**config.mk**
```make
export PLATFORM = sky130hd
export DESIGN_NAME = board_notation_parser
export DESIGN_NICKNAME = d
export VERILOG_FILES = /design/src/design/bnp_pkg.sv /design/src/design/bnp_parser_core.sv /design/src/design/board_notation_parser.sv
export VERILOG_INCLUDE_DIRS = /design/src /design/src/design
export SDC_FILE = /design/constraint.sdc
export NUM_CORES = 1
export LEC_CHECK = 0
export BUFFER_PORTS_ARGS = -buffer_cell sky130_fd_sc_hd__buf_2
export CORE_AREA = 2 2 79 81
export CTS_CLUSTER_SIZE = 8
export DETAILED_ROUTE_END_ITERATION = 8
export DIE_AREA = 0 0 81 83
export MAX_ROUTING_LAYER = met4
export PLACE_DENSITY_LB_ADDON = 0.1
export SLEW_MARGIN = 5
export SYNTH_ARGS = -nofsm -noshare
export SYNTH_HDL_FRONTEND = slang
export SYNTH_SLANG_ARGS = --single-unit
```
**constraint.sdc**
```tcl
create_clock -name clk -period 4.1 [get_ports clk]
set_input_delay 0.615 -clock clk [delete_from_list [all_inputs] [get_ports clk]]
set_output_delay 0.615 -clock clk [all_outputs]
set_load 0.01 [all_outputs]
```
**src/design/assert_macros.svh**
```systemverilog
// assertion macros used by the board notation parser
`ifndef ASSERT_MACROS_SVH
`define ASSERT_MACROS_SVH

`ifndef ASSERT_OFF

`define ASSERT_PROP(label, clk, rst, prop) \
  label: assert property (@(posedge clk) disable iff (rst) prop) \
    else $error("assertion failed");

`define ASSERT_ALWAYS(label, clk, rst, expr) \
  label: assert property (@(posedge clk) disable iff (rst) (expr)) \
    else $error("invariant violated");

`else

`define ASSERT_PROP(label, clk, rst, prop)
`define ASSERT_ALWAYS(label, clk, rst, expr)

`endif

`endif

```
**src/design/bnp_pkg.sv**
```systemverilog
`timescale 1ns / 1ps
// ----------------------------------------------------------------------------
// bnp_pkg
// types, constants and helpers for the board notation parser
// ----------------------------------------------------------------------------
package bnp_pkg;

  localparam int COLUMNS = 9;
  localparam int ROWS    = 10;

  localparam logic [3:0] COL_LIMIT = 4'(COLUMNS);
  localparam logic [3:0] ROW_LAST  = 4'(ROWS - 1);

  localparam logic [7:0] CH_SLASH = 8'h2F;
  localparam logic [7:0] CH_ONE   = 8'h31;
  localparam logic [7:0] CH_NINE  = 8'h39;
  localparam logic [7:0] CH_W     = 8'h77;
  localparam logic [7:0] CH_B     = 8'h62;
  localparam logic [7:0] CH_R     = 8'h72;
  localparam logic [7:0] CH_N     = 8'h6E;
  localparam logic [7:0] CH_LB    = 8'h62;
  localparam logic [7:0] CH_A     = 8'h61;
  localparam logic [7:0] CH_K     = 8'h6B;
  localparam logic [7:0] CH_C     = 8'h63;
  localparam logic [7:0] CH_P     = 8'h70;
  localparam logic [7:0] CH_UP_A  = 8'h41;
  localparam logic [7:0] CH_UP_Z  = 8'h5A;

  localparam logic [2:0] PIECE_CHARIOT  = 3'd0;
  localparam logic [2:0] PIECE_HORSE    = 3'd1;
  localparam logic [2:0] PIECE_ELEPHANT = 3'd2;
  localparam logic [2:0] PIECE_ADVISOR  = 3'd3;
  localparam logic [2:0] PIECE_KING     = 3'd4;
  localparam logic [2:0] PIECE_CANNON   = 3'd5;
  localparam logic [2:0] PIECE_SOLDIER  = 3'd6;
  localparam logic [2:0] PIECE_NONE     = 3'd7;

  localparam logic KIND_PLACE  = 1'b0;
  localparam logic KIND_STATUS = 1'b1;

  typedef enum logic [2:0] {
    PH_LEAD  = 3'd0,
    PH_BOARD = 3'd1,
    PH_GAP   = 3'd2,
    PH_TURN  = 3'd3,
    PH_TAIL  = 3'd4
  } phase_t;

  typedef struct packed {
    logic       has;
    logic       kind;
    logic [3:0] rank_row;
    logic [3:0] file_col;
    logic [2:0] piece;
    logic       piece_red;
    logic       valid_res;
    logic       red_to_move;
  } result_t;

  function automatic logic is_blank(input logic [7:0] c);
    return c inside {8'h20, [8'h09:8'h0D]};
  endfunction

  function automatic logic [2:0] piece_of(input logic [7:0] lc);
    logic [2:0] p;
    case (lc)
      CH_R:    p = PIECE_CHARIOT;
      CH_N:    p = PIECE_HORSE;
      CH_LB:   p = PIECE_ELEPHANT;
      CH_A:    p = PIECE_ADVISOR;
      CH_K:    p = PIECE_KING;
      CH_C:    p = PIECE_CANNON;
      CH_P:    p = PIECE_SOLDIER;
      default: p = PIECE_NONE;
    endcase
    return p;
  endfunction

endpackage

```
**src/design/bnp_parser_core.sv**
```systemverilog
`timescale 1ns / 1ps
// ----------------------------------------------------------------------------
// bnp_parser_core
// parse state register and the per-byte step logic
// ----------------------------------------------------------------------------
module bnp_parser_core (
  input  logic                 clk,
  input  logic                 rst,
  input  logic                 step,
  input  logic [7:0]           char_code,
  input  logic                 last,
  output bnp_pkg::result_t     res
);

  bnp_pkg::phase_t phase, phase_next;
  logic [3:0] row_pos, row_pos_next;
  logic [3:0] col_pos, col_pos_next;
  logic       failed, failed_next;
  logic [1:0] turn_length, turn_length_next;
  logic       turn_is_red, turn_is_red_next;

  always_ff @(posedge clk) begin
    if (rst) begin
      phase       <= bnp_pkg::PH_LEAD;
      row_pos     <= '0;
      col_pos     <= '0;
      failed      <= 1'b0;
      turn_length <= '0;
      turn_is_red <= 1'b0;
    end else if (step) begin
      phase       <= phase_next;
      row_pos     <= row_pos_next;
      col_pos     <= col_pos_next;
      failed      <= failed_next;
      turn_length <= turn_length_next;
      turn_is_red <= turn_is_red_next;
    end
  end

  always_comb begin
    logic       blank;
    logic       placed;
    logic       up;
    logic [7:0] lc;
    logic [2:0] code;
    logic [4:0] nc;
    logic       ok;

    blank            = bnp_pkg::is_blank(char_code);
    placed           = 1'b0;
    up               = char_code inside {[bnp_pkg::CH_UP_A:bnp_pkg::CH_UP_Z]};
    lc               = up ? (char_code | 8'h20) : char_code;
    code             = bnp_pkg::piece_of(lc);
    nc               = {1'b0, col_pos} + {1'b0, char_code[3:0]};
    phase_next       = phase;
    row_pos_next     = row_pos;
    col_pos_next     = col_pos;
    failed_next      = failed;
    turn_length_next = turn_length;
    turn_is_red_next = turn_is_red;

    if (!failed) begin
      if (phase_next == bnp_pkg::PH_LEAD && !blank) begin
        phase_next = bnp_pkg::PH_BOARD;
      end
      if (phase_next == bnp_pkg::PH_BOARD) begin
        if (blank) begin
          if (row_pos != bnp_pkg::ROW_LAST || col_pos != bnp_pkg::COL_LIMIT) begin
            failed_next = 1'b1;
          end
          phase_next = bnp_pkg::PH_GAP;
        end else if (char_code == bnp_pkg::CH_SLASH) begin
          if (col_pos != bnp_pkg::COL_LIMIT || row_pos >= bnp_pkg::ROW_LAST) begin
            failed_next = 1'b1;
          end else begin
            row_pos_next = row_pos + 4'd1;
            col_pos_next = '0;
          end
        end else if (row_pos > bnp_pkg::ROW_LAST) begin
          failed_next = 1'b1;
        end else if (char_code inside {[bnp_pkg::CH_ONE:bnp_pkg::CH_NINE]}) begin
          if (nc > {1'b0, bnp_pkg::COL_LIMIT}) begin
            failed_next = 1'b1;
          end else begin
            col_pos_next = nc[3:0];
          end
        end else if (col_pos >= bnp_pkg::COL_LIMIT) begin
          failed_next = 1'b1;
        end else if (code == bnp_pkg::PIECE_NONE) begin
          failed_next = 1'b1;
        end else begin
          placed       = 1'b1;
          col_pos_next = col_pos + 4'd1;
        end
      end else if (phase_next == bnp_pkg::PH_GAP) begin
        if (!blank) begin
          phase_next = bnp_pkg::PH_TURN;
        end
      end
      if (phase_next == bnp_pkg::PH_TURN && !failed_next) begin
        if (blank) begin
          phase_next = bnp_pkg::PH_TAIL;
        end else if (turn_length == 2'd0) begin
          turn_is_red_next = (char_code == bnp_pkg::CH_W);
          if (char_code != bnp_pkg::CH_W && char_code != bnp_pkg::CH_B) begin
            failed_next = 1'b1;
          end
          turn_length_next = 2'd1;
        end else begin
          failed_next      = 1'b1;
          turn_length_next = 2'd2;
        end
      end
    end

    ok = !failed_next && turn_length_next == 2'd1 &&
         (phase_next == bnp_pkg::PH_TURN || phase_next == bnp_pkg::PH_TAIL);

    res = '0;
    if (last) begin
      res.has          = 1'b1;
      res.kind         = bnp_pkg::KIND_STATUS;
      res.valid_res    = ok;
      res.red_to_move  = ok && turn_is_red_next;
      // text done, parse state back to reset
      phase_next       = bnp_pkg::PH_LEAD;
      row_pos_next     = '0;
      col_pos_next     = '0;
      failed_next      = 1'b0;
      turn_length_next = '0;
      turn_is_red_next = 1'b0;
    end else if (placed && !failed_next) begin
      res.has       = 1'b1;
      res.kind      = bnp_pkg::KIND_PLACE;
      res.rank_row  = row_pos;
      res.file_col  = col_pos;
      res.piece     = code;
      res.piece_red = up;
    end
  end

endmodule

```
**src/design/board_notation_parser.sv**
```systemverilog
`timescale 1ns / 1ps
// ----------------------------------------------------------------------------
// board_notation_parser
// streaming parser for a xiangqi board position text
// ----------------------------------------------------------------------------
// Takes one byte of position text per word and accepts a new word every
// cycle while no result word waits on m_tready. Each word passes an input
// register, the parse logic against the held parse state, and a result
// register that holds the result word until taken. A piece byte yields a
// placement word (tuser 0); the byte marked tlast yields a status word
// (tuser 1) and returns the parser to its reset state for the next text.
// Bytes that produce no result are consumed without output. No clearing pass
// is needed after reset.
module board_notation_parser (
  input  logic        clk,
  input  logic        rst,
  input  logic        s_tvalid,
  output logic        s_tready,
  input  logic [7:0]  s_tdata,   // char_code
  input  logic        s_tlast,   // last
  output logic        m_tvalid,
  input  logic        m_tready,
  // rank_row[3:0], file_col[7:4], piece[10:8], piece_red[11],
  // valid_res[12], red_to_move[13], zero fill[15:14]
  output logic [15:0] m_tdata,
  output logic [0:0]  m_tuser    // kind
);

  `include "assert_macros.svh"

  logic              in_valid;
  logic [7:0]        in_char;
  logic              in_last;
  logic              advance;
  bnp_pkg::result_t  res;
  logic              out_valid;
  bnp_pkg::result_t  out_res;

  assign advance  = in_valid && (!out_valid || m_tready);
  assign s_tready = !in_valid || advance;

  always_ff @(posedge clk) begin
    if (rst) begin
      in_valid <= 1'b0;
    end else if (s_tready) begin
      in_valid <= s_tvalid;
    end
  end

  always_ff @(posedge clk) begin
    if (s_tready && s_tvalid) begin
      in_char <= s_tdata;
      in_last <= s_tlast;
    end
  end

  bnp_parser_core u_core (
    .clk       (clk),
    .rst       (rst),
    .step      (advance),
    .char_code (in_char),
    .last      (in_last),
    .res       (res)
  );

  always_ff @(posedge clk) begin
    if (rst) begin
      out_valid <= 1'b0;
    end else if (advance) begin
      out_valid <= res.has;
    end else if (m_tready) begin
      out_valid <= 1'b0;
    end
  end

  always_ff @(posedge clk) begin
    if (advance && res.has) begin
      out_res <= res;
    end
  end

  assign m_tvalid   = out_valid;
  assign m_tuser[0] = out_res.kind;
  assign m_tdata    = {2'b00, out_res.red_to_move, out_res.valid_res, out_res.piece_red,
                       out_res.piece, out_res.file_col, out_res.rank_row};

  // placements carry no status bits and stay on the board
  `ASSERT_PROP(a_place_fields, clk, rst,
    (out_valid && out_res.kind == bnp_pkg::KIND_PLACE) |->
      (!out_res.valid_res && !out_res.red_to_move &&
       out_res.rank_row <= bnp_pkg::ROW_LAST && out_res.file_col < bnp_pkg::COL_LIMIT &&
       out_res.piece != bnp_pkg::PIECE_NONE))
  `ASSERT_PROP(a_turn_needs_valid, clk, rst,
    (out_valid && out_res.kind == bnp_pkg::KIND_STATUS && out_res.red_to_move) |->
      out_res.valid_res)
  `ASSERT_PROP(a_ready_when_empty, clk, rst, !out_valid |-> s_tready)

endmodule

```
==> metrics.md <==
| Metric | Value |
|---|---|
| CTS resizes | 0 |
| Synth Warn # | 0 |
| Post-synthesis cell count | 268 |
| Hold path startpoint | u_core.turn_is_red |
| Delay-heaviest family, CP | simple AND/OR/NAND/NOR gates |
| Post-CTS Setup Repair Bufs | 0 |
| Minimum clock period | 3.18 ns |
| # rows | 28 |
| Worst R2R Path Depth | 9 |
| Most Frequent Cell on Critical Path | nor2_1 |
| Die boundary height | 83 um |
| Initial antenna violation count | 0 |
| Filler cell count | 583 |
| Cts bufs inserted | 5 |
| Global-route wire length before repair | 9760 um |
| Fin util | 49.1% |
| Distinct cell type count after synthesis | 60 |
| DRC | 0 |
| Clock latency on the worst-skew pair | 0.29 ns |
| Critical path's slowest cell | dfxtp_1 |
| Hold Path Stages | 2 |
| H-tree depth | 2 |
| GRT overflow | 0 |
| CP required | 4.10 ns |
| Vias in the first global route | 1990 |
| Worst r2r src | u_core.col_pos[1] |
| Drt pass-1 iters | 4 |
| Starting density of the core | 43.9% |
| Setup TNS | 0 ns |
| Die area | 6720 um2 |
| Bufs on Longest Clock Path | 2 |
| Synthesized area per cell | 9.53 um2 |
| CP cell instances | inv_1, ha_1, or3b_2, a21oi_1, o21ai_0, nor3_1, nor2_1, nor2_1, buf_4 |
| N_diodes | 0 |
| Post-DR wirelength/cell | 15.9 um |
| Ports | 32 |
| Routed vias | 2152 |
| Final WL | 5890 um |
| Outcome | finished, final reports clean |
| Worst path arrival time | 3.18 ns |
| Clock slew at reported path FFs | 0.08 ns |
| Initial DRC count | 142 |
| Worst-margin pin slew | 0.774 ns |
| Post-synth EDFFs | 24 |
| PwrDens | 312 nW/um2 |
| Port Buffers | 29 |
| Fmax achieved | 0.315 GHz |
| CP endpoint kind | flop |
| Die X | 81 um |
| TritonCTS clock tree | done |
| Share of layout cells above drive strength 1 | 18.3% |
| Worst R2R Setup Slack | 0.92 ns |
| Crit path max fanout | 10 |
| Setup violators final | 0 |
| Detailed placer's ending HPWL | 4270 um |
| Nets | 318 |
| Seq/Total Area, Yosys | 41.5% |
| Final Hold Viols | 0 |
| Multi-input logic area | 1400 um2 |
| Post-route ant nets | 0 |
| Cts hold-fix bufs | 0 |
| P_leak | 1.04 nW |
| Flops & latches, synth | 41 |
| Period utilization | 77.5% |
| # clock sinks | 41 |
| Via density | 5.82 |
| Max incr delay on CP | 0.47 ns |
| Gpl congestion | 0.843 |
| WHS Endpoint | u_core.turn_is_red |
| FFs w/ async S/R, synth | 0% |
| CORE AREA | 5820 um2 |
| All-Layer GR Usage | 18.9% |
| Synthesized area | 2550 um2 |
| Synth-to-Final Area Change | 11.8% |
| Slew Viols, Final | 0 |
| Crit start category | flop |
| WS Path Type | flop to flop |
| HP Class | flop to flop |
| Peak VDD IR | 0.243 mV |
| Largest net degree at the start of global routing | 19 |
| Buffers & Inverters on Critical Path | 2 |
| RSZ-0062 raised after global routing | false |
| Max Cap Violations | 0 |
| Clock Skews | 0.00985 ns |
| Root Driver | clkbuf_8 |
| Register area | 1060 um2 |
| Slew HR | 48.0% |
| FF-to-FF End | m_tdata[5] |
| Predominant post-synthesis flop cell | edfxtp_1 |
## where the power goes
part	internal (mW)	switching [mW]	total [mW]	leakage, nW
sequential	0.448	0.0215	0.470	0.366
combinational	0.0405	0.0573	0.0978	0.626
clock	0.180	0.142	0.322	0.0528
total	0.669	0.221	0.889	1.04
## cell usage after synthesis (3+ instances only)
cell,instances,share of area (%)
edfxtp_1,24,28
nor2_1,23,3.4
o211ai_1,6,1.8
mux2i_1,6,2.4
inv_1,7,1.0
nand2_1,25,3.7
clkbuf_1,5,0.73
o21ai_0,11,2.2
xor2_1,3,1.0
dfxtp_1,17,13
nor4_1,4,0.98
and2_1,6,1.5
nand2b_1,7,1.7
a21oi_1,15,2.9
nand4_1,3,0.73
ha_1,10,4.9
a31oi_1,6,1.5
nand3_1,10,2.0
o32ai_1,3,1.0
nand3b_1,5,1.5
or4_1,5,1.5
nor3_1,7,1.4
buf_2,6,1.2
and3_1,3,0.73
## area by class of cell
type | instances | share of cell area (%)
Clock inverter | 2 | 1.18
Inverter | 9 | 1.18
Clock buffer | 6 | 2.54
Multi-Input combinational cell | 206 | 49.0
Tap cell | 75 | 3.29
Sequential cell | 41 | 37.2
Timing Repair Buffer | 31 | 5.61
## per-stage QoR
stage                     total power [mW]  worst slack [ns]  cells  hold slack [ns]  instance area, um2
final                                0.889             0.924    370            0.491                2860
after global routing                 0.921             0.712    370            0.489                2860
after CTS                            0.895             0.895    370            0.490                2860
after detailed placement             0.576             0.907    362            0.477                2750
after global placement               0.575             0.930    362            0.483                2750
after floorplan                      0.546              1.30    269            0.424                2560
## kinds of logic (layout without fill, tap and decap cells)
group / count (synthesis) / in the layout / share of synthesized area (%)
and+or+nand+nor: 116 / 116 / 26.1
AOI/OAI and AO/OA: 64 / 64 / 17.8
DFF: 41 / 41 / 41.5
buffers and inverters: 22 / 48 / 3.82
adders and majority gates: 11 / 11 / 5.68
muxes: 8 / 8 / 3.23
xor gates and xnor gates: 5 / 5 / 1.71
other: 1 / 2 / 0.147
## flip-flops by register name, summed over array words and instances, names as in the netlist
register	flops
u_core.turn_length	2
m_tdata	14
m_tuser	1
u_core.failed	1
u_core.col_pos	4
u_core.row_pos	4
m_tvalid	1
in_char	8
in_valid	1
u_core.phase	3
u_core.turn_is_red	1
in_last	1
## worst max path at each step
stage                 startpoint         end  slack [ns]  depth (start not counted)
3_5_place_dp   u_core.col_pos[1]  m_tdata[6]        0.91                          9
5_1_grt        u_core.col_pos[1]  m_tdata[5]        0.71                          9
6_report       u_core.col_pos[1]  m_tdata[5]        0.92                          9
4_1_cts        u_core.col_pos[1]  m_tdata[5]        0.90                          9
3_3_place_gp          in_char[2]  m_tdata[5]        0.93                          7
2_1_floorplan         in_char[3]  m_tdata[0]        1.30                          7
## tightest hold or removal path: stages, from the launching register on
cell and delay (ns):
dfxtp_1 0.33, nand2_1 0.06, a31oi_1 0.06
## placed cells by master, fill, tap and decap left out, types with 3 or more instances in the layout
master	synthesis	final
nand4_1	3	3
nor2_1	23	23
inv_1	7	7
edfxtp_1	24	24
nor3_1	7	7
o32ai_1	3	3
clkbuf_8	0	5
or4_1	5	5
nor4_1	4	4
and3_1	3	3
nand3b_1	5	5
mux2i_1	6	6
and2_1	6	6
nand3_1	10	10
dfxtp_1	17	17
a21oi_1	15	15
buf_2	6	29
nand2_1	25	25
o21ai_0	11	11
xor2_1	3	3
o211ai_1	6	6
a31oi_1	6	6
nand2b_1	7	7
ha_1	10	10
## metal layers
layer	GRT usage, %	up-vias	routed length [um]	part of all wire, %
met3	3.04	11	199	3.4
li1	-	1058	-	-
met4	5.55	0	98	1.7
met1	25.5	1038	2780	47
met5	-	-	0	0
met2	29.2	45	2820	48
No activity file was read; power rests on OpenSTA's default activity.
